**config.mk**
```make
export PLATFORM = sky130hd
export DESIGN_NAME = ir_pulse_distance_frame_decoder
export DESIGN_NICKNAME = d
export VERILOG_FILES = /design/src/rtl/irpd_pkg.sv /design/src/rtl/ir_pulse_distance_frame_decoder.sv /design/src/rtl/irpd_cfg.sv /design/src/rtl/irpd_frame.sv
export SDC_FILE = /design/constraint.sdc
export NUM_CORES = 1
export LEC_CHECK = 0
export BUFFER_PORTS_ARGS = -buffer_cell sky130_fd_sc_hd__buf_2
export CAP_MARGIN = 30
export CORE_ASPECT_RATIO = 1.25
export CORE_MARGIN = 4
export CORE_UTILIZATION = 45
export CTS_CLUSTER_SIZE = 40
export DETAILED_ROUTE_END_ITERATION = 8
export HOLD_SLACK_MARGIN = 0.1
export PLACE_DENSITY_LB_ADDON = 0.2
export SLEW_MARGIN = 25
export SYNTH_ARGS = -nofsm -noshare
export SYNTH_HDL_FRONTEND = slang
export SYNTH_SLANG_ARGS = --single-unit
```
**constraint.sdc**
```tcl
create_clock -name clk -period 6.95 [get_ports clk]
set_input_delay 1.0425 -clock clk [delete_from_list [all_inputs] [get_ports clk]]
set_output_delay 1.0425 -clock clk [all_outputs]
set_load 0.03 [all_outputs]
```
**src/rtl/irpd_pkg.sv**
```systemverilog
// ----------------------------------------------------------------------------
// irpd_pkg
// Shared types and constants for the IR pulse-distance frame decoder.
// ----------------------------------------------------------------------------
package irpd_pkg;

    // Frame geometry
    localparam int FRAME_BITS = 32;
    localparam int CNT_W      = $clog2(FRAME_BITS);
    localparam logic [CNT_W-1:0] CNT_LAST = CNT_W'(FRAME_BITS - 1);
    localparam int SHIFT_W    = 32;
    localparam int PERIOD_W   = 16;
    localparam int BYTE_W     = 8;

    // Configuration port geometry
    localparam int NUM_REGS   = 5;
    localparam int APB_ADDR_W = 5;
    localparam int APB_DATA_W = 32;
    localparam int IDX_W      = 3;

    // Register indexes
    typedef enum logic [IDX_W-1:0] {
        REG_LEADER_MIN    = 3'd0,
        REG_LEADER_MAX    = 3'd1,
        REG_BIT_MIN       = 3'd2,
        REG_BIT_MAX       = 3'd3,
        REG_ONE_THRESHOLD = 3'd4
    } reg_idx_t;

    // Reset values, microsecond ticks
    localparam logic [PERIOD_W-1:0] RST_LEADER_MIN    = 16'd12500;
    localparam logic [PERIOD_W-1:0] RST_LEADER_MAX    = 16'd14285;
    localparam logic [PERIOD_W-1:0] RST_BIT_MIN       = 16'd1000;
    localparam logic [PERIOD_W-1:0] RST_BIT_MAX       = 16'd3333;
    localparam logic [PERIOD_W-1:0] RST_ONE_THRESHOLD = 16'd2000;

    typedef struct packed {
        logic [PERIOD_W-1:0] leader_min;
        logic [PERIOD_W-1:0] leader_max;
        logic [PERIOD_W-1:0] bit_min;
        logic [PERIOD_W-1:0] bit_max;
        logic [PERIOD_W-1:0] one_threshold;
    } cfg_t;

    typedef enum logic {
        ST_IDLE  = 1'b0,
        ST_ARMED = 1'b1
    } state_t;

    typedef struct packed {
        logic [BYTE_W-1:0] address;
        logic [BYTE_W-1:0] command;
        logic              frame_ok;
    } result_t;

endpackage

```
**src/rtl/ir_pulse_distance_frame_decoder.sv**
```systemverilog
// ----------------------------------------------------------------------------
// ir_pulse_distance_frame_decoder
// Decodes pulse-distance IR remote frames from measured edge-to-edge periods.
// ----------------------------------------------------------------------------
//
//  Channel   Dir  Signals                       Contents
//  s_axis    in   s_tvalid/s_tready/s_tdata     period_us [15:0]
//  m_axis    out  m_tvalid/m_tready/m_tdata     address [7:0], command [15:8]
//                 m_tuser                       frame_ok [0]
//  apb       in   psel/penable/pwrite/paddr     five 16-bit registers at 4*i
//
//  One period is taken per clock unless an untaken result stalls the input.
//  A period is classified and shifted into the frame while it sits in the
//  input register, and a finished frame lands in the result register at the
//  next edge. Any held period waits while the result register holds an
//  untaken result, so the input stalls once the input register is full and
//  the result register holds an untaken result. Reset clears the frame
//  state and both valid flags and loads the default windows.
//
module ir_pulse_distance_frame_decoder (
    input  logic                               clk,
    input  logic                               rst_n,
    // Input stream
    input  logic                               s_tvalid,
    output logic                               s_tready,
    input  logic [irpd_pkg::PERIOD_W-1:0]      s_tdata,   // [15:0] period_us
    // Result stream
    output logic                               m_tvalid,
    input  logic                               m_tready,
    output logic [2*irpd_pkg::BYTE_W-1:0]      m_tdata,   // [7:0] address, [15:8] command
    output logic                               m_tuser,   // [0] frame_ok
    // Configuration
    input  logic                               psel,
    input  logic                               penable,
    input  logic                               pwrite,
    input  logic [irpd_pkg::APB_ADDR_W-1:0]    paddr,
    input  logic [irpd_pkg::APB_DATA_W-1:0]    pwdata,
    output logic [irpd_pkg::APB_DATA_W-1:0]    prdata,
    output logic                               pready
);

    irpd_pkg::cfg_t                   cfg;
    logic                             in_valid_reg;
    logic                             in_valid_next;
    logic [irpd_pkg::PERIOD_W-1:0]    period_reg;
    logic                             out_valid_reg;
    logic                             out_valid_next;
    irpd_pkg::result_t                result_reg;
    logic                             advance;
    logic                             in_xfer;
    logic                             res_valid;
    irpd_pkg::result_t                res;

    irpd_cfg u_cfg (
        .clk     (clk),
        .rst_n   (rst_n),
        .psel    (psel),
        .penable (penable),
        .pwrite  (pwrite),
        .paddr   (paddr),
        .pwdata  (pwdata),
        .prdata  (prdata),
        .pready  (pready),
        .cfg     (cfg)
    );

    // Process the held period whenever the result register can take a result
    assign advance  = in_valid_reg && (!out_valid_reg || m_tready);
    assign s_tready = !in_valid_reg || advance;
    assign in_xfer  = s_tvalid && s_tready;

    irpd_frame u_frame (
        .clk       (clk),
        .rst_n     (rst_n),
        .step      (advance),
        .period    (period_reg),
        .cfg       (cfg),
        .res_valid (res_valid),
        .res       (res)
    );

    always_comb
    begin
        in_valid_next = in_valid_reg;
        if (in_xfer)
        begin
            in_valid_next = 1'b1;
        end
        else if (advance)
        begin
            in_valid_next = 1'b0;
        end

        out_valid_next = out_valid_reg;
        if (advance && res_valid)
        begin
            out_valid_next = 1'b1;
        end
        else if (m_tready)
        begin
            out_valid_next = 1'b0;
        end
    end

    // Control flags
    always_ff @(posedge clk or negedge rst_n)
    begin
        if (!rst_n)
        begin
            in_valid_reg  <= 1'b0;
            out_valid_reg <= 1'b0;
        end
        else
        begin
            in_valid_reg  <= in_valid_next;
            out_valid_reg <= out_valid_next;
        end
    end

    // Payload: capture on transfer, hold otherwise
    always_ff @(posedge clk)
    begin
        if (in_xfer)
        begin
            period_reg <= s_tdata;
        end
        if (advance && res_valid)
        begin
            result_reg <= res;
        end
    end

    assign m_tvalid = out_valid_reg;
    assign m_tdata  = {result_reg.command, result_reg.address};
    assign m_tuser  = result_reg.frame_ok;

endmodule

```
**src/rtl/irpd_cfg.sv**
```systemverilog
// ----------------------------------------------------------------------------
// irpd_cfg
// APB register bank holding the period windows and the one-threshold.
// ----------------------------------------------------------------------------
module irpd_cfg (
    input  logic                               clk,
    input  logic                               rst_n,
    input  logic                               psel,
    input  logic                               penable,
    input  logic                               pwrite,
    input  logic [irpd_pkg::APB_ADDR_W-1:0]    paddr,
    input  logic [irpd_pkg::APB_DATA_W-1:0]    pwdata,
    output logic [irpd_pkg::APB_DATA_W-1:0]    prdata,
    output logic                               pready,
    output irpd_pkg::cfg_t                     cfg
);

    irpd_pkg::cfg_t                   cfg_reg;
    logic                             wr_en;
    logic [irpd_pkg::IDX_W-1:0]       idx;
    logic [irpd_pkg::PERIOD_W-1:0]    wval;
    logic [irpd_pkg::PERIOD_W-1:0]    rval;

    assign pready = 1'b1;
    assign wr_en  = psel && penable && pwrite && pready;
    assign idx    = paddr[irpd_pkg::APB_ADDR_W-1:2];
    assign wval   = pwdata[irpd_pkg::PERIOD_W-1:0];
    assign cfg    = cfg_reg;

    always_ff @(posedge clk or negedge rst_n)
    begin
        if (!rst_n)
        begin
            cfg_reg.leader_min    <= irpd_pkg::RST_LEADER_MIN;
            cfg_reg.leader_max    <= irpd_pkg::RST_LEADER_MAX;
            cfg_reg.bit_min       <= irpd_pkg::RST_BIT_MIN;
            cfg_reg.bit_max       <= irpd_pkg::RST_BIT_MAX;
            cfg_reg.one_threshold <= irpd_pkg::RST_ONE_THRESHOLD;
        end
        else if (wr_en)
        begin
            unique case (idx)
                irpd_pkg::REG_LEADER_MIN:    cfg_reg.leader_min    <= wval;
                irpd_pkg::REG_LEADER_MAX:    cfg_reg.leader_max    <= wval;
                irpd_pkg::REG_BIT_MIN:       cfg_reg.bit_min       <= wval;
                irpd_pkg::REG_BIT_MAX:       cfg_reg.bit_max       <= wval;
                irpd_pkg::REG_ONE_THRESHOLD: cfg_reg.one_threshold <= wval;
                default:                     ;  // drop writes past the list
            endcase
        end
    end

    always_comb
    begin
        unique case (idx)
            irpd_pkg::REG_LEADER_MIN:    rval = cfg_reg.leader_min;
            irpd_pkg::REG_LEADER_MAX:    rval = cfg_reg.leader_max;
            irpd_pkg::REG_BIT_MIN:       rval = cfg_reg.bit_min;
            irpd_pkg::REG_BIT_MAX:       rval = cfg_reg.bit_max;
            irpd_pkg::REG_ONE_THRESHOLD: rval = cfg_reg.one_threshold;
            default:                     rval = '0;
        endcase
        prdata = {{(irpd_pkg::APB_DATA_W - irpd_pkg::PERIOD_W){1'b0}}, rval};
    end

endmodule

```
**src/rtl/irpd_frame.sv**
```systemverilog
// ----------------------------------------------------------------------------
// irpd_frame
// Leader/bit classification, frame state and shift register, frame check.
// ----------------------------------------------------------------------------
module irpd_frame (
    input  logic                              clk,
    input  logic                              rst_n,
    input  logic                              step,
    input  logic [irpd_pkg::PERIOD_W-1:0]     period,
    input  irpd_pkg::cfg_t                    cfg,
    output logic                              res_valid,
    output irpd_pkg::result_t                 res
);

    irpd_pkg::state_t                 state_reg;
    irpd_pkg::state_t                 state_next;
    logic [irpd_pkg::CNT_W-1:0]       count_reg;
    logic [irpd_pkg::CNT_W-1:0]       count_next;
    logic [irpd_pkg::SHIFT_W-1:0]     shift_reg;
    logic [irpd_pkg::SHIFT_W-1:0]     shift_next;

    logic                             leader_hit;
    logic                             bit_hit;
    logic                             bit_val;
    logic                             armed_now;
    logic                             take_bit;
    logic                             last_bit;
    logic [irpd_pkg::SHIFT_W-1:0]     shifted;

    assign leader_hit = (period > cfg.leader_min) && (period < cfg.leader_max);
    assign bit_hit    = (period > cfg.bit_min) && (period < cfg.bit_max);
    assign bit_val    = (period >= cfg.one_threshold);
    // A leader seen while idle counts as armed for the same period
    assign armed_now  = (state_reg == irpd_pkg::ST_ARMED) || leader_hit;
    assign take_bit   = step && armed_now && bit_hit;
    assign last_bit   = (count_reg == irpd_pkg::CNT_LAST);
    assign shifted    = {shift_reg[irpd_pkg::SHIFT_W-2:0], bit_val};

    // Next state
    always_comb
    begin
        state_next = state_reg;
        count_next = count_reg;
        shift_next = shift_reg;
        if (step && armed_now)
        begin
            state_next = irpd_pkg::ST_ARMED;
        end
        if (take_bit)
        begin
            if (last_bit)
            begin
                state_next = irpd_pkg::ST_IDLE;
                count_next = '0;
                shift_next = '0;
            end
            else
            begin
                count_next = count_reg + 1'b1;
                shift_next = shifted;
            end
        end
    end

    // Outputs
    always_comb
    begin
        res_valid    = take_bit && last_bit;
        res.address  = shifted[31:24];
        res.command  = shifted[15:8];
        res.frame_ok = (shifted[31:24] == ~shifted[23:16]) &&
                       (shifted[15:8]  == ~shifted[7:0]);
    end

    always_ff @(posedge clk or negedge rst_n)
    begin
        if (!rst_n)
        begin
            state_reg <= irpd_pkg::ST_IDLE;
            count_reg <= '0;
            shift_reg <= '0;
        end
        else
        begin
            state_reg <= state_next;
            count_reg <= count_next;
            shift_reg <= shift_next;
        end
    end

`ifndef NO_ASSERTIONS
    a_idle_count_zero: assert property (@(posedge clk) disable iff (!rst_n)
        (state_reg == irpd_pkg::ST_IDLE) |-> (count_reg == '0))
        else $error("bit count nonzero while idle");

    a_done_returns_idle: assert property (@(posedge clk) disable iff (!rst_n)
        res_valid |=> (state_reg == irpd_pkg::ST_IDLE) && (shift_reg == '0))
        else $error("frame state not cleared after result");

    a_bit_advances: assert property (@(posedge clk) disable iff (!rst_n)
        (take_bit && !last_bit) |=> (count_reg == $past(count_reg) + 1'b1))
        else $error("bit count did not advance on a data bit");

    a_no_step_holds: assert property (@(posedge clk) disable iff (!rst_n)
        !step |=> $stable(state_reg) && $stable(count_reg) && $stable(shift_reg))
        else $error("frame state moved without an item");
`endif

endmodule
```
# Word-level counts from Yosys, hierarchy flattened
# Index checks and enable logic that the tools add are counted.
word_totals:
  register_bits: 152
  inputBits: 60
  out_inout_bits: 52
  word_cells: 63
classes:
  add_sub_neg: 1
  magnitude_cmp: 5
  eq_ne: 7
  muxes: 10
  n_bitwise: 2
  reduce_logical: 24
op_table:
  columns: ["operator", "n"]
  rows:
  - ["$pmux W16 S5", 1]
  - ["$gt A16 B16 Y1", 2]
  - ["$lt A16 B16 Y1", 2]
  - ["$mux W31", 1]
  - ["$eq A8 B8 Y1", 2]
  - ["$ge A16 B16 Y1", 1]
  - ["$not A8 Y8", 2]
  - ["$logic_and A1 B1 Y1", 11]
  - ["$reduce_and A2 Y1", 5]
  - ["$mux W1", 7]
  - ["$eq A3 B2 Y1 const B", 2]
  - ["$add A5 B1 Y5 const B", 1]
  - ["$eq A5 B5 Y1 const B", 1]
  - ["$mux W5", 1]
  - ["$reduce_bool A2 Y1", 2]
  - ["$eq A3 B1 Y1 const B", 1]
  - ["$eq A3 B3 Y1 const B", 1]
  - ["$logic_not A3 Y1", 1]
  - ["$logic_or A1 B1 Y1", 3]
  - ["$logic_not A1 Y1", 2]

# Logic depth before layout (Yosys ltp)
# Gate-level depths: netlist of run 1.
depth:
  depth_word: 8
  ltp_mapped: 11
  depth_no_buf: 9

# Cells and area by module
# A second synthesis of run 1 with hierarchy kept.
unflattened:
  hier_cells: 748
  area_unflattened_um2: 8877.3
by_module_without_submodules:
  columns: ["module", "instances", "cells_each", "area_per_inst_um2", "seq_area_each_um2"]
  rows:
  - ["irpd_frame", 1, 430, 3891.2, 925.9]
  - ["irpd_cfg", 1, 275, 3883.7, 2043.2]
  - ["ir_pulse_distance_frame_decoder", 1, 43, 1102.3, 1041.0]

# Worst setup path after synthesis of run 1
# OpenSTA, ideal clock, no wires.
synth_path:
  path_type: "in2out"
  start: "input port paddr[2] in the netlist's numbering"
  end: "output port prdata[0] in the netlist's numbering"
  t_arrival_ns: 2.547
  slack_ns: 3.360
  stages: 5
  n_path_buf: 2
  path_cell_list: "clkbuf_1 nor2b_1 clkbuf_1 a22oi_1 o22ai_1"
synth_via:
  elab_chain_cells: 2
  elab_cells_between_ends: 6
synth_rtl:
  columns: ["item", "line_no", "source"]
  rows:
  - ["start: declaration", "ir_pulse_distance_frame_decoder.sv:36", "input logic [irpd_pkg::APB_ADDR_W-1:0] paddr,"]
  - ["$eq A3 B3 Y1, or another cell as far along", "irpd_cfg.sv:55", "unique case (idx)"]
  - ["$pmux W16 S5 *", "irpd_cfg.sv:55", null]
  - ["end: declaration", "ir_pulse_distance_frame_decoder.sv:38", "output logic [irpd_pkg::APB_DATA_W-1:0] prdata,"]
# Mark *: on every way between the ends. The rest lies on a longest branch, timed or not.

# Worst setup path after layout of run 1
layout_path:
  start: "input port paddr[4] in the netlist's numbering"
  end: "output port prdata[12] in the netlist's numbering"
# Same word-level chain as after synthesis.

==> run summary, run 1 <==
The path type of the worst min-delay path is in2async. On the critical path, the stage with the largest delay is an instance of sky130_fd_sc_hd__nor2_2. The worst setup path endpoint is prdata[12]. sky130_fd_sc_hd__dfrtp_1 takes more of the synthesized area than any other cell. In this run the critical register-to-register path is launched from period_reg[15]$_DFFE_PP_.

After floorplanning, the core was sized to cover 18780 sq um. In this run, synthesis inferred 33 flip-flops with an integrated enable. The remaining design rule violation count came out at 0. IR analysis of the VDD net gives a maximum drop of 0.1925 mV. Summed over all layers, the global routing overflow is 0. The clock skew is 0.01043 ns. The leakage power came out at 0.004390 uW.

The antenna violation net count after detailed routing came out at 0. In the synthesized netlist the dominant register cell turns out to be sky130_fd_sc_hd__dfrtp_1. Setup slack closes at 2.634 ns. At the end of routability-driven placement, the weighted congestion stood at 0.8868.

The power density over the cells is 320.7 nW/um^2. The cell occurring most often along the worst timing path is sky130_fd_sc_hd__buf_2. The via count of the first global-routing pass came out at 6266.

The clock insertion delay at the later pin of the skew report is 0.43 ns. The fraction of synthesized cell area taken by the top area cell type came out at 25.01%. STA classifies the critical path startpoint as an input pin. Setup repair after global routing left no endpoint under its margin.

The final hold violation count came out at 0. The worst path buffer plus inverter count came out at 3. Compared with the post-synthesis result, the final layout area differs by 12.23%. Cells with a size suffix above 1 make up 22.20% of the layout. The worst slew margin relative to its limit is 33.54%. On the worst path, the slowest cell contributes a delay of 0.80 ns.

The initial cell density of the core came out at 45.82%. The overall die area is 21410 sq um. The endpoint type of the worst setup path is an output port. The category of cells accounting for the largest share of critical-path delay is buffers and inverters. The global-route wire length before repair came out at 33.60 mm. The post-synthesis instance area is 8605 sq um. For this run, the post-layout net count is 1046. Detailed routing inserted a total of 6117 vias. The horizontal extent of the die is 131.7 um. The area after detailed placement came out at 9072 sq um. The area of all placed cells without fillers came out at 9657 sq um. The number of input and output port buffers inserted is 76. Ranked by total cell area, the synthesized netlist is headed by sky130_fd_sc_hd__dfrtp_1 25%, sky130_fd_sc_hd__ha_1 12%, sky130_fd_sc_hd__edfxtp_1 12%.

The endpoint arrival time on the critical path came out at 3.27 ns. Measured along the y axis, the die boundary spans 162.6 um. The maximum number of pins on one net before global-route repair came out at 66. The actual transition at the worst max-transition pin is 0.9924 ns. The number of buffers created by CTS came out at 17. The CTS tree is yes. The initial antenna violation count came to 0.

Clock-pin slew was measured on the worst setup and hold paths at 0.06 ns. The final setup violation count is 0. The average detailed-routed wire length per instance is 18.04 um. The number of cells produced by synthesis is 837. Counting instances in the post-synthesis netlist gives the leading cell types as 112 x sky130_fd_sc_hd__inv_1, 109 x sky130_fd_sc_hd__nand2_1, 86 x sky130_fd_sc_hd__dfrtp_1. After floorplanning, the core was divided into 56 placement rows.

The count of cells along the worst register-to-register path came out at 7. Max-cap violations in this run came to 0. Sequential elements use 46.60% of the synthesized area. The critical path depth in cells came out at 6. The number of pins exceeding their max-slew limit in the final report came out at 0. The I/O pin total is 112. The clock sink count is 152. A synthesized cell averages 10.28 sq um. The destination of the worst register-to-register timing path is m_tdata[10]$_DFFE_PP_. The time the final worst path needs with I/O delays and setup is 4.316 ns. The antenna diode instance count came out at 0. Summed over all layers, the routed wires come to 20.77 mm. In this run, distinct cell masters in the synthesized netlist total 61.

The number of hold-repair buffers added at the cts stage is 0. The mean number of vias per cell came out at 5.315. The total iterations of the first detailed-routing run is 5. After synthesis the netlist holds a flip-flop and latch count of 152. OpenSTA, run right after detailed placement, puts the worst setup slack at 2.690 ns. The run finished with clean final reports. The most instantiated library cell after synthesis is sky130_fd_sc_hd__inv_1. STA puts the critical path data required time at 5.91 ns. In this run, post-CTS repair resized a total of 0 instances. The count of routing violations after the opening detailed-route iteration came out at 265. The global-route total usage across every layer came out at 20.17%. The setup TNS after final layout came out at 0 ns.

Cells fill 51.43% of the core in the end. Clock tree synthesis selected as its root buffer the cell sky130_fd_sc_hd__clkbuf_16. The placed wire-length estimate came out at 14.58 mm.

The count of fill cells added during filler insertion is 1766. The proportion of synthesized flip-flops having asynchronous set or reset is 78.29%. The worst setup path is of the in2out kind. The yosys synthesis warning count came out at 0. The number of buffers inserted to repair setup after CTS came out at 0. The final period utilization is 62.10%. The register with the most flip-flops in the layout has 80 of them. The fmax is 231.7 MHz. The maximum fanout count along the critical path is 19.

In this run the register-to-register setup slack is 3.71 ns. The launching instance or port of the critical path is paddr[4]. The critical path goes through buf_2, inv_1, nor2_2, a22oi_1, o22ai_1, buf_2. The number of buffers between clock root and the deepest sink is 2.

The H-tree was split into 4 levels.
worst min path at each step:
stage                                     start                          endpoint  slack [ns]  depth (start not counted)
6_report                                  rst_n  u_frame.shift_reg[8]$_DFFE_PN0N_        0.49                          1
4_1_cts        u_frame.count_reg[4]$_DFFE_PN0N_  u_frame.count_reg[4]$_DFFE_PN0N_        0.50                          1
5_1_grt                                   rst_n  u_frame.shift_reg[9]$_DFFE_PN0N_        0.50                          1
3_5_place_dp   u_frame.count_reg[4]$_DFFE_PN0N_  u_frame.count_reg[4]$_DFFE_PN0N_        0.48                          1
2_1_floorplan  u_frame.shift_reg[7]$_DFFE_PN0N_              m_tdata[8]$_DFFE_PP_        0.45                          0
3_3_place_gp   u_frame.count_reg[4]$_DFFE_PN0N_  u_frame.count_reg[4]$_DFFE_PN0N_        0.48                          1
routing by layer:
metal	part of all wire [%]	track usage [%]	vias to the layer above
met2	52	36.79	146
li1	-	-	3012
met4	1.9	6.877	0
met3	3.7	3.183	24
met1	42	24.32	2935
met5	0	0	-
per-stage QoR:
| stage | hold WS, ns | total power [uW] | instances |
|---|---|---|---|
| 2_1_floorplan | 0.4464 | 2001 | 852 |
| 3_3_place_gp | 0.4754 | 2221 | 1115 |
| 3_5_place_dp | 0.4833 | 2244 | 1117 |
| 4_1_cts | 0.4982 | 3124 | 1149 |
| 5_1_grt | 0.4994 | 3313 | 1151 |
| 6_report | 0.4914 | 3096 | 1151 |
power breakdown:
part	switching (uW)	internal, uW
clock network	403	464
registers	181	1170
logic	510	368
cells by family (layout without fill, tap and decap cells):
group	after synthesis	count (layout)	share of synthesized area (%)
adder cells (fa/ha/maj)	80	80	11.63
buffers and inverters	161	228	8.797
AO/OA/AOI/OAI	178	178	12.75
multiplexers	70	70	8.696
AND/OR/NAND/NOR	178	178	9.801
other	2	17	0.08728
flip-flops	152	152	46.60
XOR/XNOR	16	16	1.629
area by class of cell:
| type | instances | area [sq um] | share of cell area [%] |
|---|---|---|---|
| clock buffers | 17 | 425.4 | 4.405 |
| multi-input cells | 539 | 3913 | 40.52 |
| repair buffers | 84 | 478.0 | 4.949 |
| flip-flops and latches | 152 | 4010 | 41.53 |
| clock inverters | 15 | 120.1 | 1.244 |
| well taps | 232 | 290.3 | 3.006 |
| inverters | 112 | 420.4 | 4.353 |
layout by cell type, fill, tap and decap left out, drive strengths merged, types with 6 or more instances in the layout:
| master | n |
|---|---|
| nor3 | 8 |
| xor2 | 11 |
| nand3 | 6 |
| mux2i | 32 |
| nor2 | 12 |
| a21oi | 29 |
| inv | 118 |
| dfrtp | 86 |
| clkbuf | 17 |
| dfstp | 33 |
| nand4 | 11 |
| o21ai | 75 |
| ha | 80 |
| edfxtp | 33 |
| and3 | 8 |
| mux2 | 38 |
| conb | 17 |
| o22ai | 18 |
| a22oi | 30 |
| buf | 84 |
| nand2 | 109 |
Note: power is estimated with default switching activity, not from simulation.
==> run 2: changes to the inputs <==
==> constraint.sdc (replaced) <==
create_clock -name clk -period 3.95 [get_ports clk]
set_input_delay 0.5925 -clock clk [delete_from_list [all_inputs] [get_ports clk]]
set_output_delay 0.5925 -clock clk [all_outputs]
set_load 0.03 [all_outputs]
==> run summary, run 2 (synthesized netlist as in run 1, its figures left out) <==
The average detailed-routed wire length per instance came out at 17.81 um (was 18.04 um). Most frequent cells in the layout: 112 x sky130_fd_sc_hd__inv_1, 109 x sky130_fd_sc_hd__nand2_1, 86 x sky130_fd_sc_hd__dfrtp_1, 80 x sky130_fd_sc_hd__ha_1, 75 x sky130_fd_sc_hd__buf_2 (unchanged). The worst stage delay on the critical path is 0.54 ns (was 0.80 ns). The maximum number of pins on one net before global-route repair is 50 (was 66).

The horizontal extent of the die is 131.7 um (unchanged). Derived from the worst setup path, the maximum achievable clock frequency is 315.2 MHz. The leading cell type in the layout, fill and taps excluded is sky130_fd_sc_hd__inv_1 (unchanged).

The total power after layout came out at 5503 uW (was 3096 uW). RSZ-0062 raised after global routing: no (unchanged). The area of all placed cells without fillers came out at 9744 sq um (was 9657 sq um). The global-route total usage across every layer came out at 19.98% (was 20.17%).

The remaining design rule violation count is 0 (unchanged). The total via count after detailed routing came out at 6131 (was 6117). The proportion of power drawn by the clock network came out at 28.6% (was 28.0%). The max-capacitance violation count came to 0 (unchanged). The clock sink count is 152 (unchanged). The number of hold-repair buffers added at the cts stage is 0 (unchanged). The type of the worst setup path is reg2reg (was in2out). The clock-pin transition on the worst setup and hold timing paths came out at 0.06 ns (about the same). The global-route wire length before repair came to 33.38 mm (was 33.60 mm).

The total area of sequential cells is 4010 sq um (unchanged). The type of origin of the critical path is a flop (was input pin). The H-tree depth is 4 (unchanged). The I/O pin total came to 112 (unchanged). The worst voltage drop across the vdd grid came out at 0.3192 mV (was 0.1925 mV). The placed cell count is 1132 (was 1117).

List of cells traversed by the critical path: inv_1, ha_1, a21oi_1, o21ai_0, a41oi_1, nor3_1, nor4_2, and2_4, buf_4, mux2i_1 (was buf_2, inv_1, nor2_2, a22oi_1, o22ai_1, buf_2). The count of fill cells added during filler insertion came out at 1737 (was 1766). The number of flip-flops in the largest register is 80 (unchanged). The path type of the worst min-delay path was in2async (unchanged). The register-to-register setup slack is 0.78 ns (was 3.71 ns). The number of placement rows is 56 (unchanged). The total core area is 18780 sq um (unchanged). The area occupied by multi-input gates is 3899 sq um (was 3913 sq um). The antenna violation net count after detailed routing came out at 0 (unchanged).

The required time of the critical path is 4.29 ns (was 5.91 ns). The maximum fanout count along the critical path is 25 (was 19). The part of the total power dissipated in combinational logic is 28.1% (was 28.4%). The clock skew came out at 0.01499 ns (was 0.01043 ns). The post-cts repair resize count is 0 (unchanged). The actual transition at the worst max-transition pin was 0.7764 ns (was 0.9924 ns). The growth of design area from synthesis to finish came out at 13.25% (was 12.23%).

The final period utilization is 80.31%. The part of the total power dissipated in sequential elements is 43.3% (was 43.6%). The final hold violation count is 0 (unchanged).

Counting I/O delays and the setup requirement, the final critical path takes 3.172 ns. The initial cell density of the core is 45.82% (unchanged). The endpoint type of the worst setup path was a flop (was output port).

The area after detailed placement came out at 9180 sq um (was 9072 sq um). The power density over the cells is 564.8 nW/um^2 (was 320.7 nW/um^2). The number of input and output port buffers inserted is 76 (unchanged). Outcome: finished clean (unchanged). The aggregate routed wire length is 20.73 mm (was 20.77 mm). The switching power as a share of total power came to 33.94% (was 35.34%). The total overflow reported by the global router is 0 (unchanged).

The number of buffers created by CTS is 17 (unchanged). The via count of the first global-routing pass is 6366 (was 6266). The worst slew margin relative to its limit came to 48.18% (was 33.54%). The antenna diode instance count is 0 (unchanged). The CTS root buffer is sky130_fd_sc_hd__clkbuf_16 (unchanged).

The placed wire-length estimate is 15.42 mm (was 14.58 mm). The final setup violation count is 0 (unchanged). The clock insertion delay at the later pin of the skew report is 0.43 ns (about the same).

The number of buffers inserted to repair setup after CTS came to 0 (unchanged). The total internal power is 3635 uW (was 2002 uW). The final net count came out at 1059 (was 1046).

The mean number of vias per cell is 5.267 (was 5.315). The share of cells above drive strength 1 came to 22.32% (was 22.20%). The routability-driven placement congestion ratio was 0.8757 (was 0.8868).

The count of routing violations after the opening detailed-route iteration came out at 204 (was 265). The CTS tree is yes (unchanged). The overall die area came out at 21410 sq um (unchanged).

The total iterations of the first detailed-routing run came out at 6 (was 5). The y dimension of the die is 162.6 um (unchanged). The initial antenna violation count came out at 0 (unchanged).

The number of buffers between clock root and the deepest sink is 2 (unchanged). The leakage power is 0.004457 uW (was 0.004390 uW). The setup TNS after final layout is 0 ns (unchanged). The endpoint arrival time on the critical path is 3.51 ns (was 3.27 ns). The final non-filler cell total is 1164 (was 1151). The slowest library cell on the worst path is sky130_fd_sc_hd__dfstp_2 (was sky130_fd_sc_hd__nor2_2). The number of pins exceeding their max-slew limit in the final report came out at 0 (unchanged).

The switching power came out at 1868 uW (was 1094 uW).
run 2: cell count changes in the layout (fill, tap and decap cells not counted), moves of 2 or more:
cell | previous run | this run
sky130_fd_sc_hd__inv_6 | 4 | 1
sky130_fd_sc_hd__bufinv_16 | 0 | 2
sky130_fd_sc_hd__buf_4 | 5 | 20
sky130_fd_sc_hd__clkinv_1 | 0 | 2
sky130_fd_sc_hd__inv_8 | 2 | 0
sky130_fd_sc_hd__nor2_1 | 8 | 10
sky130_fd_sc_hd__nor2_2 | 4 | 2
sky130_fd_sc_hd__buf_6 | 2 | 0
sky130_fd_sc_hd__clkbuf_1 | 0 | 2
run 2: power by group through the flow:
stage	combinational [uW]	sequential, uW	clock (uW)
4_1_cts	1570	2390	1600
3_3_place_gp	1510	2400	0
3_5_place_dp	1560	2410	0
2_1_floorplan	1210	2310	0
5_1_grt	1770	2440	1670
6_report	1550	2380	1570
run 2: layer usage:
metal	part of all wire, %	GRT usage [%]	vias up	routed length (um)
met4	1.8	6.925	0	363
met5	0	0	-	0
met1	42	23.80	2946	8782
met3	3.9	3.430	22	815
li1	-	-	3033	-
met2	52	36.51	130	10770
run 2: final timing paths:
kind,start,end,depth (start not counted)
max,u_cfg.cfg[27]$_DFFE_PN1P_,u_frame.shift_reg[8]$_DFFE_PN0N_,10
min,rst_n,u_cfg.cfg[42]$_DFFE_PN0P_,1
max reg2reg,u_cfg.cfg[27]$_DFFE_PN1P_,u_frame.shift_reg[8]$_DFFE_PN0N_,10
min reg2reg,u_frame.count_reg[4]$_DFFE_PN0N_,u_frame.count_reg[4]$_DFFE_PN0N_,1
max in group asynchronous,rst_n,u_cfg.cfg[44]$_DFFE_PN0P_,2
min in group clk,s_tdata[3],period_reg[3]$_DFFE_PP_,1
run 2: final cells by class:
type / count / area share (%)
tap: 232 / 2.979
timing repair buffer: 97 / 5.752
sequential: 152 / 41.15
clock inverter: 13 / 1.348
multi-input combinational: 539 / 40.01
inverter: 112 / 4.314
clock buffer: 19 / 4.443
run 2: critical path: cells and delay by family (launching register included):
family                     cells  cell delay [ns]
AOI/OAI and AO/OA              3             0.70
adders and majority gates      1             0.31
buffers and inverters          2             0.30
DFF                            1             0.54
muxes                          1             0.20
and+or+nand+nor                3             1.01
run 2: metrics by stage:
step	utilization [%]	hold slack, ns	setup WS, ns
after global placement	48.81	0.4774	0.8096
final	51.89	0.2068	0.7779
after floorplan	-	0.2969	1.260
after CTS	51.89	0.2292	0.7524
after global routing	51.89	0.2643	0.5471
after detailed placement	48.89	0.4870	0.7777
==> run 3: changes to the inputs <==
--- a/config.mk
+++ b/config.mk
@@ -5,6 +5,7 @@
 export SDC_FILE = /design/constraint.sdc
 export NUM_CORES = 1
 export LEC_CHECK = 0
+export ABC_AREA = 1
 export BUFFER_PORTS_ARGS = -buffer_cell sky130_fd_sc_hd__buf_2
 export CAP_MARGIN = 30
 export CORE_ASPECT_RATIO = 1.25
==> constraint.sdc (replaced) <==
create_clock -name clk -period 2.75 [get_ports clk]
set_input_delay 0.4125 -clock clk [delete_from_list [all_inputs] [get_ports clk]]
set_output_delay 0.4125 -clock clk [all_outputs]
set_load 0.03 [all_outputs]
==> run summary, run 3 <==
The via count of the first global-routing pass came out at 6750 (was 6366). The type of origin of the critical path is an input pin (was flop). The least setup slack across all paths after layout is 0.2288 ns (was 0.7779 ns). The global-route wire length before repair is 34.17 mm (was 33.38 mm).

The clock skew was 0.01274 ns (was 0.01499 ns). The final net count was 1231 (was 1059). The placed wire-length estimate came to 14.96 mm (was 15.42 mm). The share of cells above drive strength 1 is 15.40% (was 22.32%).

The total overflow reported by the global router came out at 0 (unchanged). The H-tree depth came out at 4 (unchanged). The endpoint type of the worst setup path is an output port (was flop). The type of the worst setup path was in2out (was reg2reg). The I/O pin total is 112 (unchanged). The number of flip-flops in the largest register is 80 (unchanged).

The fraction of synthesized cell area taken by the top area cell type came out at 25.09% (was 25.01%). The remaining design rule violation count is 0 (unchanged). The maximum fanout count along the critical path was 15 (was 25). The main combinational cell family by area after synthesis is simple AND/OR/NAND/NOR gates (was compound AO/OA/AOI/OAI gates). The register-to-register setup slack came out at 0.28 ns (was 0.78 ns).

The required time of the critical path is 2.34 ns (was 4.29 ns). The mux contribution to synthesized area is 0% (was 8.696%). The count of routing violations after the opening detailed-route iteration is 388 (was 204). The number of buffers inserted to repair setup after CTS is 0 (unchanged).

The total core area is 18780 sq um (unchanged). The time the final worst path needs with I/O delays and setup is 2.521 ns. The y dimension of the die came out at 162.3 um (was 162.6 um). Outcome: finished clean (unchanged).

The CTS tree is yes (unchanged). The adder-cell share of the synthesized area was 11.67% (was 11.63%). The mean number of vias per cell is 5.112 (was 5.267). The most instantiated library cell after synthesis was sky130_fd_sc_hd__nand2_1 (was sky130_fd_sc_hd__inv_1). The number of placement rows came to 56 (unchanged). The final setup violation count is 0 (unchanged).

The max-capacitance violation count came to 0 (unchanged). The met1 usage is 24.35% (was 23.80%). The CTS root buffer was sky130_fd_sc_hd__clkbuf_16 (unchanged). The total iterations of the first detailed-routing run was 5 (was 6). RSZ-0062 raised after global routing: no (unchanged). The number of buffers between clock root and the deepest sink came out at 2 (unchanged).

Synth top cells by count: 260 x sky130_fd_sc_hd__nand2_1, 149 x sky130_fd_sc_hd__inv_1, 103 x sky130_fd_sc_hd__o21ai_0 (was 112 x sky130_fd_sc_hd__inv_1, 109 x sky130_fd_sc_hd__nand2_1, 86 x sky130_fd_sc_hd__dfrtp_1). The clock-pin transition on the worst setup and hold timing paths is 0.07 ns (was 0.06 ns). The setup TNS after final layout came out at 0 ns (unchanged).

The global-route total usage across every layer is 20.18% (was 19.98%). The leading cell type in the layout, fill and taps excluded is sky130_fd_sc_hd__nand2_1 (was sky130_fd_sc_hd__inv_1). The final hold violation count was 0 (unchanged).

The area share of xor/xnor cells in the synthesized design came to 0.9192% (was 1.629%). The fraction of the mapped netlist area in compound gates came out at 12.05% (was 12.75%). The maximum number of pins on one net before global-route repair is 54 (was 50). The number of buffers created by CTS came out at 17 (unchanged). The busiest layer in global routing is met2 (unchanged). The endpoint arrival time on the critical path came out at 2.11 ns (was 3.51 ns). The horizontal extent of the die is 131.5 um (was 131.7 um). The path type of the worst min-delay path is in2reg (was in2async). The fmax is 396.6 MHz. The leakage power came out at 0.004734 uW (was 0.004457 uW). The post-synthesis instance area was 8576 sq um (was 8605 sq um). The clock sink count is 152 (unchanged). The power density over the cells is 707.8 nW/um^2 (was 564.8 nW/um^2). The growth of design area from synthesis to finish is 14.23% (was 13.25%).

The proportion of synthesized flip-flops having asynchronous set or reset came to 78.29% (unchanged). The actual transition at the worst max-transition pin was 0.7964 ns (was 0.7764 ns). The top flip-flop cell by instance count after synthesis is sky130_fd_sc_hd__dfrtp_1 (unchanged).

Most frequent cells in the layout: 260 x sky130_fd_sc_hd__nand2_1, 149 x sky130_fd_sc_hd__inv_1, 103 x sky130_fd_sc_hd__o21ai_0, 86 x sky130_fd_sc_hd__dfrtp_1, 80 x sky130_fd_sc_hd__ha_1 (was 112 x sky130_fd_sc_hd__inv_1, 109 x sky130_fd_sc_hd__nand2_1, 86 x sky130_fd_sc_hd__dfrtp_1, 80 x sky130_fd_sc_hd__ha_1, 75 x sky130_fd_sc_hd__buf_2). The number of cells produced by synthesis came out at 1013 (was 837). The overall die area came out at 21340 sq um (was 21410 sq um). The worst voltage drop across the vdd grid came out at 0.4400 mV (was 0.3192 mV). The met3 track demand over resource came out at 4.481% (was 3.430%).

The average detailed-routed wire length per instance came to 15.55 um (was 17.81 um). The routability-driven placement congestion ratio came out at 0.8450 (was 0.8757). The mean instance size in the synthesized netlist came to 8.466 sq um (was 10.28 sq um). The aggregate routed wire length is 20.78 mm (was 20.73 mm). The initial cell density of the core was 45.67% (was 45.82%).

The number of pins exceeding their max-slew limit in the final report came out at 0 (unchanged). The yosys synthesis warning count came out at 0 (unchanged). The final critical path takes up 91.68% of the cycle.

The cell taking the most area after synthesis is sky130_fd_sc_hd__dfrtp_1 (unchanged). Dominant cells by area after synthesis: sky130_fd_sc_hd__dfrtp_1 25%, sky130_fd_sc_hd__ha_1 12%, sky130_fd_sc_hd__edfxtp_1 12% (unchanged). The synthesized-area fraction occupied by and/or/nand/nor cells is 18.34% (was 9.801%). The number of synthesized flops with an enable pin was 33 (unchanged). The worst slew margin relative to its limit came to 46.85% (was 48.18%).

The worst slack at placement came out at 0.2594 ns (was 0.7777 ns). The number of distinct library cells after synthesis is 35 (was 61). The proportion of synthesized chip area in sequential cells is 46.76% (was 46.60%). The antenna diode instance count came out at 0 (unchanged). The total via count after detailed routing is 6830 (was 6131). The synthesized flop and latch total is 152 (unchanged). The global routing usage on met2 came out at 36.23% (was 36.51%). The antenna violation net count after detailed routing is 0 (unchanged). The number of input and output port buffers inserted came out at 76 (unchanged). The initial antenna violation count was 0 (unchanged). The clock insertion delay at the later pin of the skew report is 0.43 ns (about the same).
-- run 3: path summary, 6_finish.rpt --
check	start	end	depth (start not counted)
setup / recovery	paddr[3]	prdata[11]	8
hold / removal	s_tdata[6]	period_reg[6]$_DFFE_PP_	1
setup reg to reg	u_cfg.cfg[71]$_DFFE_PN1P_	m_tdata[4]$_DFFE_PP_	13
hold reg to reg	u_cfg.cfg[73]$_DFFE_PN0P_	u_cfg.cfg[73]$_DFFE_PN0P_	2
max in group asynchronous	rst_n	u_cfg.cfg[16]$_DFFE_PN1P_	3
min in group asynchronous	rst_n	u_frame.shift_reg[22]$_DFFE_PN0N_	2
-- run 3: area by class of cell --
type | instances | area [sq um]
fill | 1792 | 8982
sequential | 152 | 4010
multi-input combinational | 673 | 3750
timing repair buffer | 96 | 573.1
inverter | 151 | 566.8
clock buffer | 17 | 425.4
tap | 232 | 290.3
clock inverter | 15 | 180.2
-- run 3: cells by family (layout without fill, tap and decap cells) --
logic type	count (synthesis)	in the layout
buf+inv	203	279
fa+ha+maj	80	80
other cells	2	17
flops	152	152
compound gates	185	185
simple gates	382	382
xor+xnor	9	9
-- run 3: metrics by stage --
| step | std cells | cell area [sq um] | util [%] | total power (uW) | hold WS (ns) |
|---|---|---|---|---|---|
| 2_1_floorplan | 1028 | 8632 | - | 4101 | 0.1169 |
| 3_3_place_gp | 1303 | 9180 | 48.89 | 4514 | 0.3171 |
| 5_1_grt | 1336 | 9796 | 52.17 | 7390 | 0.1422 |
| 4_1_cts | 1336 | 9796 | 52.17 | 7009 | 0.1423 |
| 3_5_place_dp | 1303 | 9180 | 48.89 | 4559 | 0.3195 |
| 6_report | 1336 | 9796 | 52.17 | 6934 | 0.1604 |
-- run 3: routing by layer --
| layer | vias up | wire length, um |
|---|---|---|
| met5 | - | 0 |
| met4 | 0 | 423 |
| met3 | 26 | 886 |
| met2 | 153 | 10630 |
| met1 | 3217 | 8839 |
| li1 | 3434 | - |
-- run 3: worst max-delay path, cell delays in order --
cell	delay, ns
sky130_fd_sc_hd__buf_2	0.11
sky130_fd_sc_hd__inv_1	0.06
sky130_fd_sc_hd__nor3_1	0.34
sky130_fd_sc_hd__inv_1	0.42
sky130_fd_sc_hd__o22ai_1	0.24
sky130_fd_sc_hd__a221oi_1	0.07
sky130_fd_sc_hd__o21ai_0	0.17
sky130_fd_sc_hd__buf_2	0.28
-- run 3: repair_timing --
action,in CTS,in global routing
hold buffers,1,0
resized for setup,0,0
hold endpoints to repair,17,0
-- run 3: report_power, final --
group / switching, uW / internal (uW) / total (uW)
clock: 1050 / 1380 / 2430
combinational: 1030 / 582 / 1610
sequential: 229 / 2670 / 2900
total: 2300 / 4630 / 6930
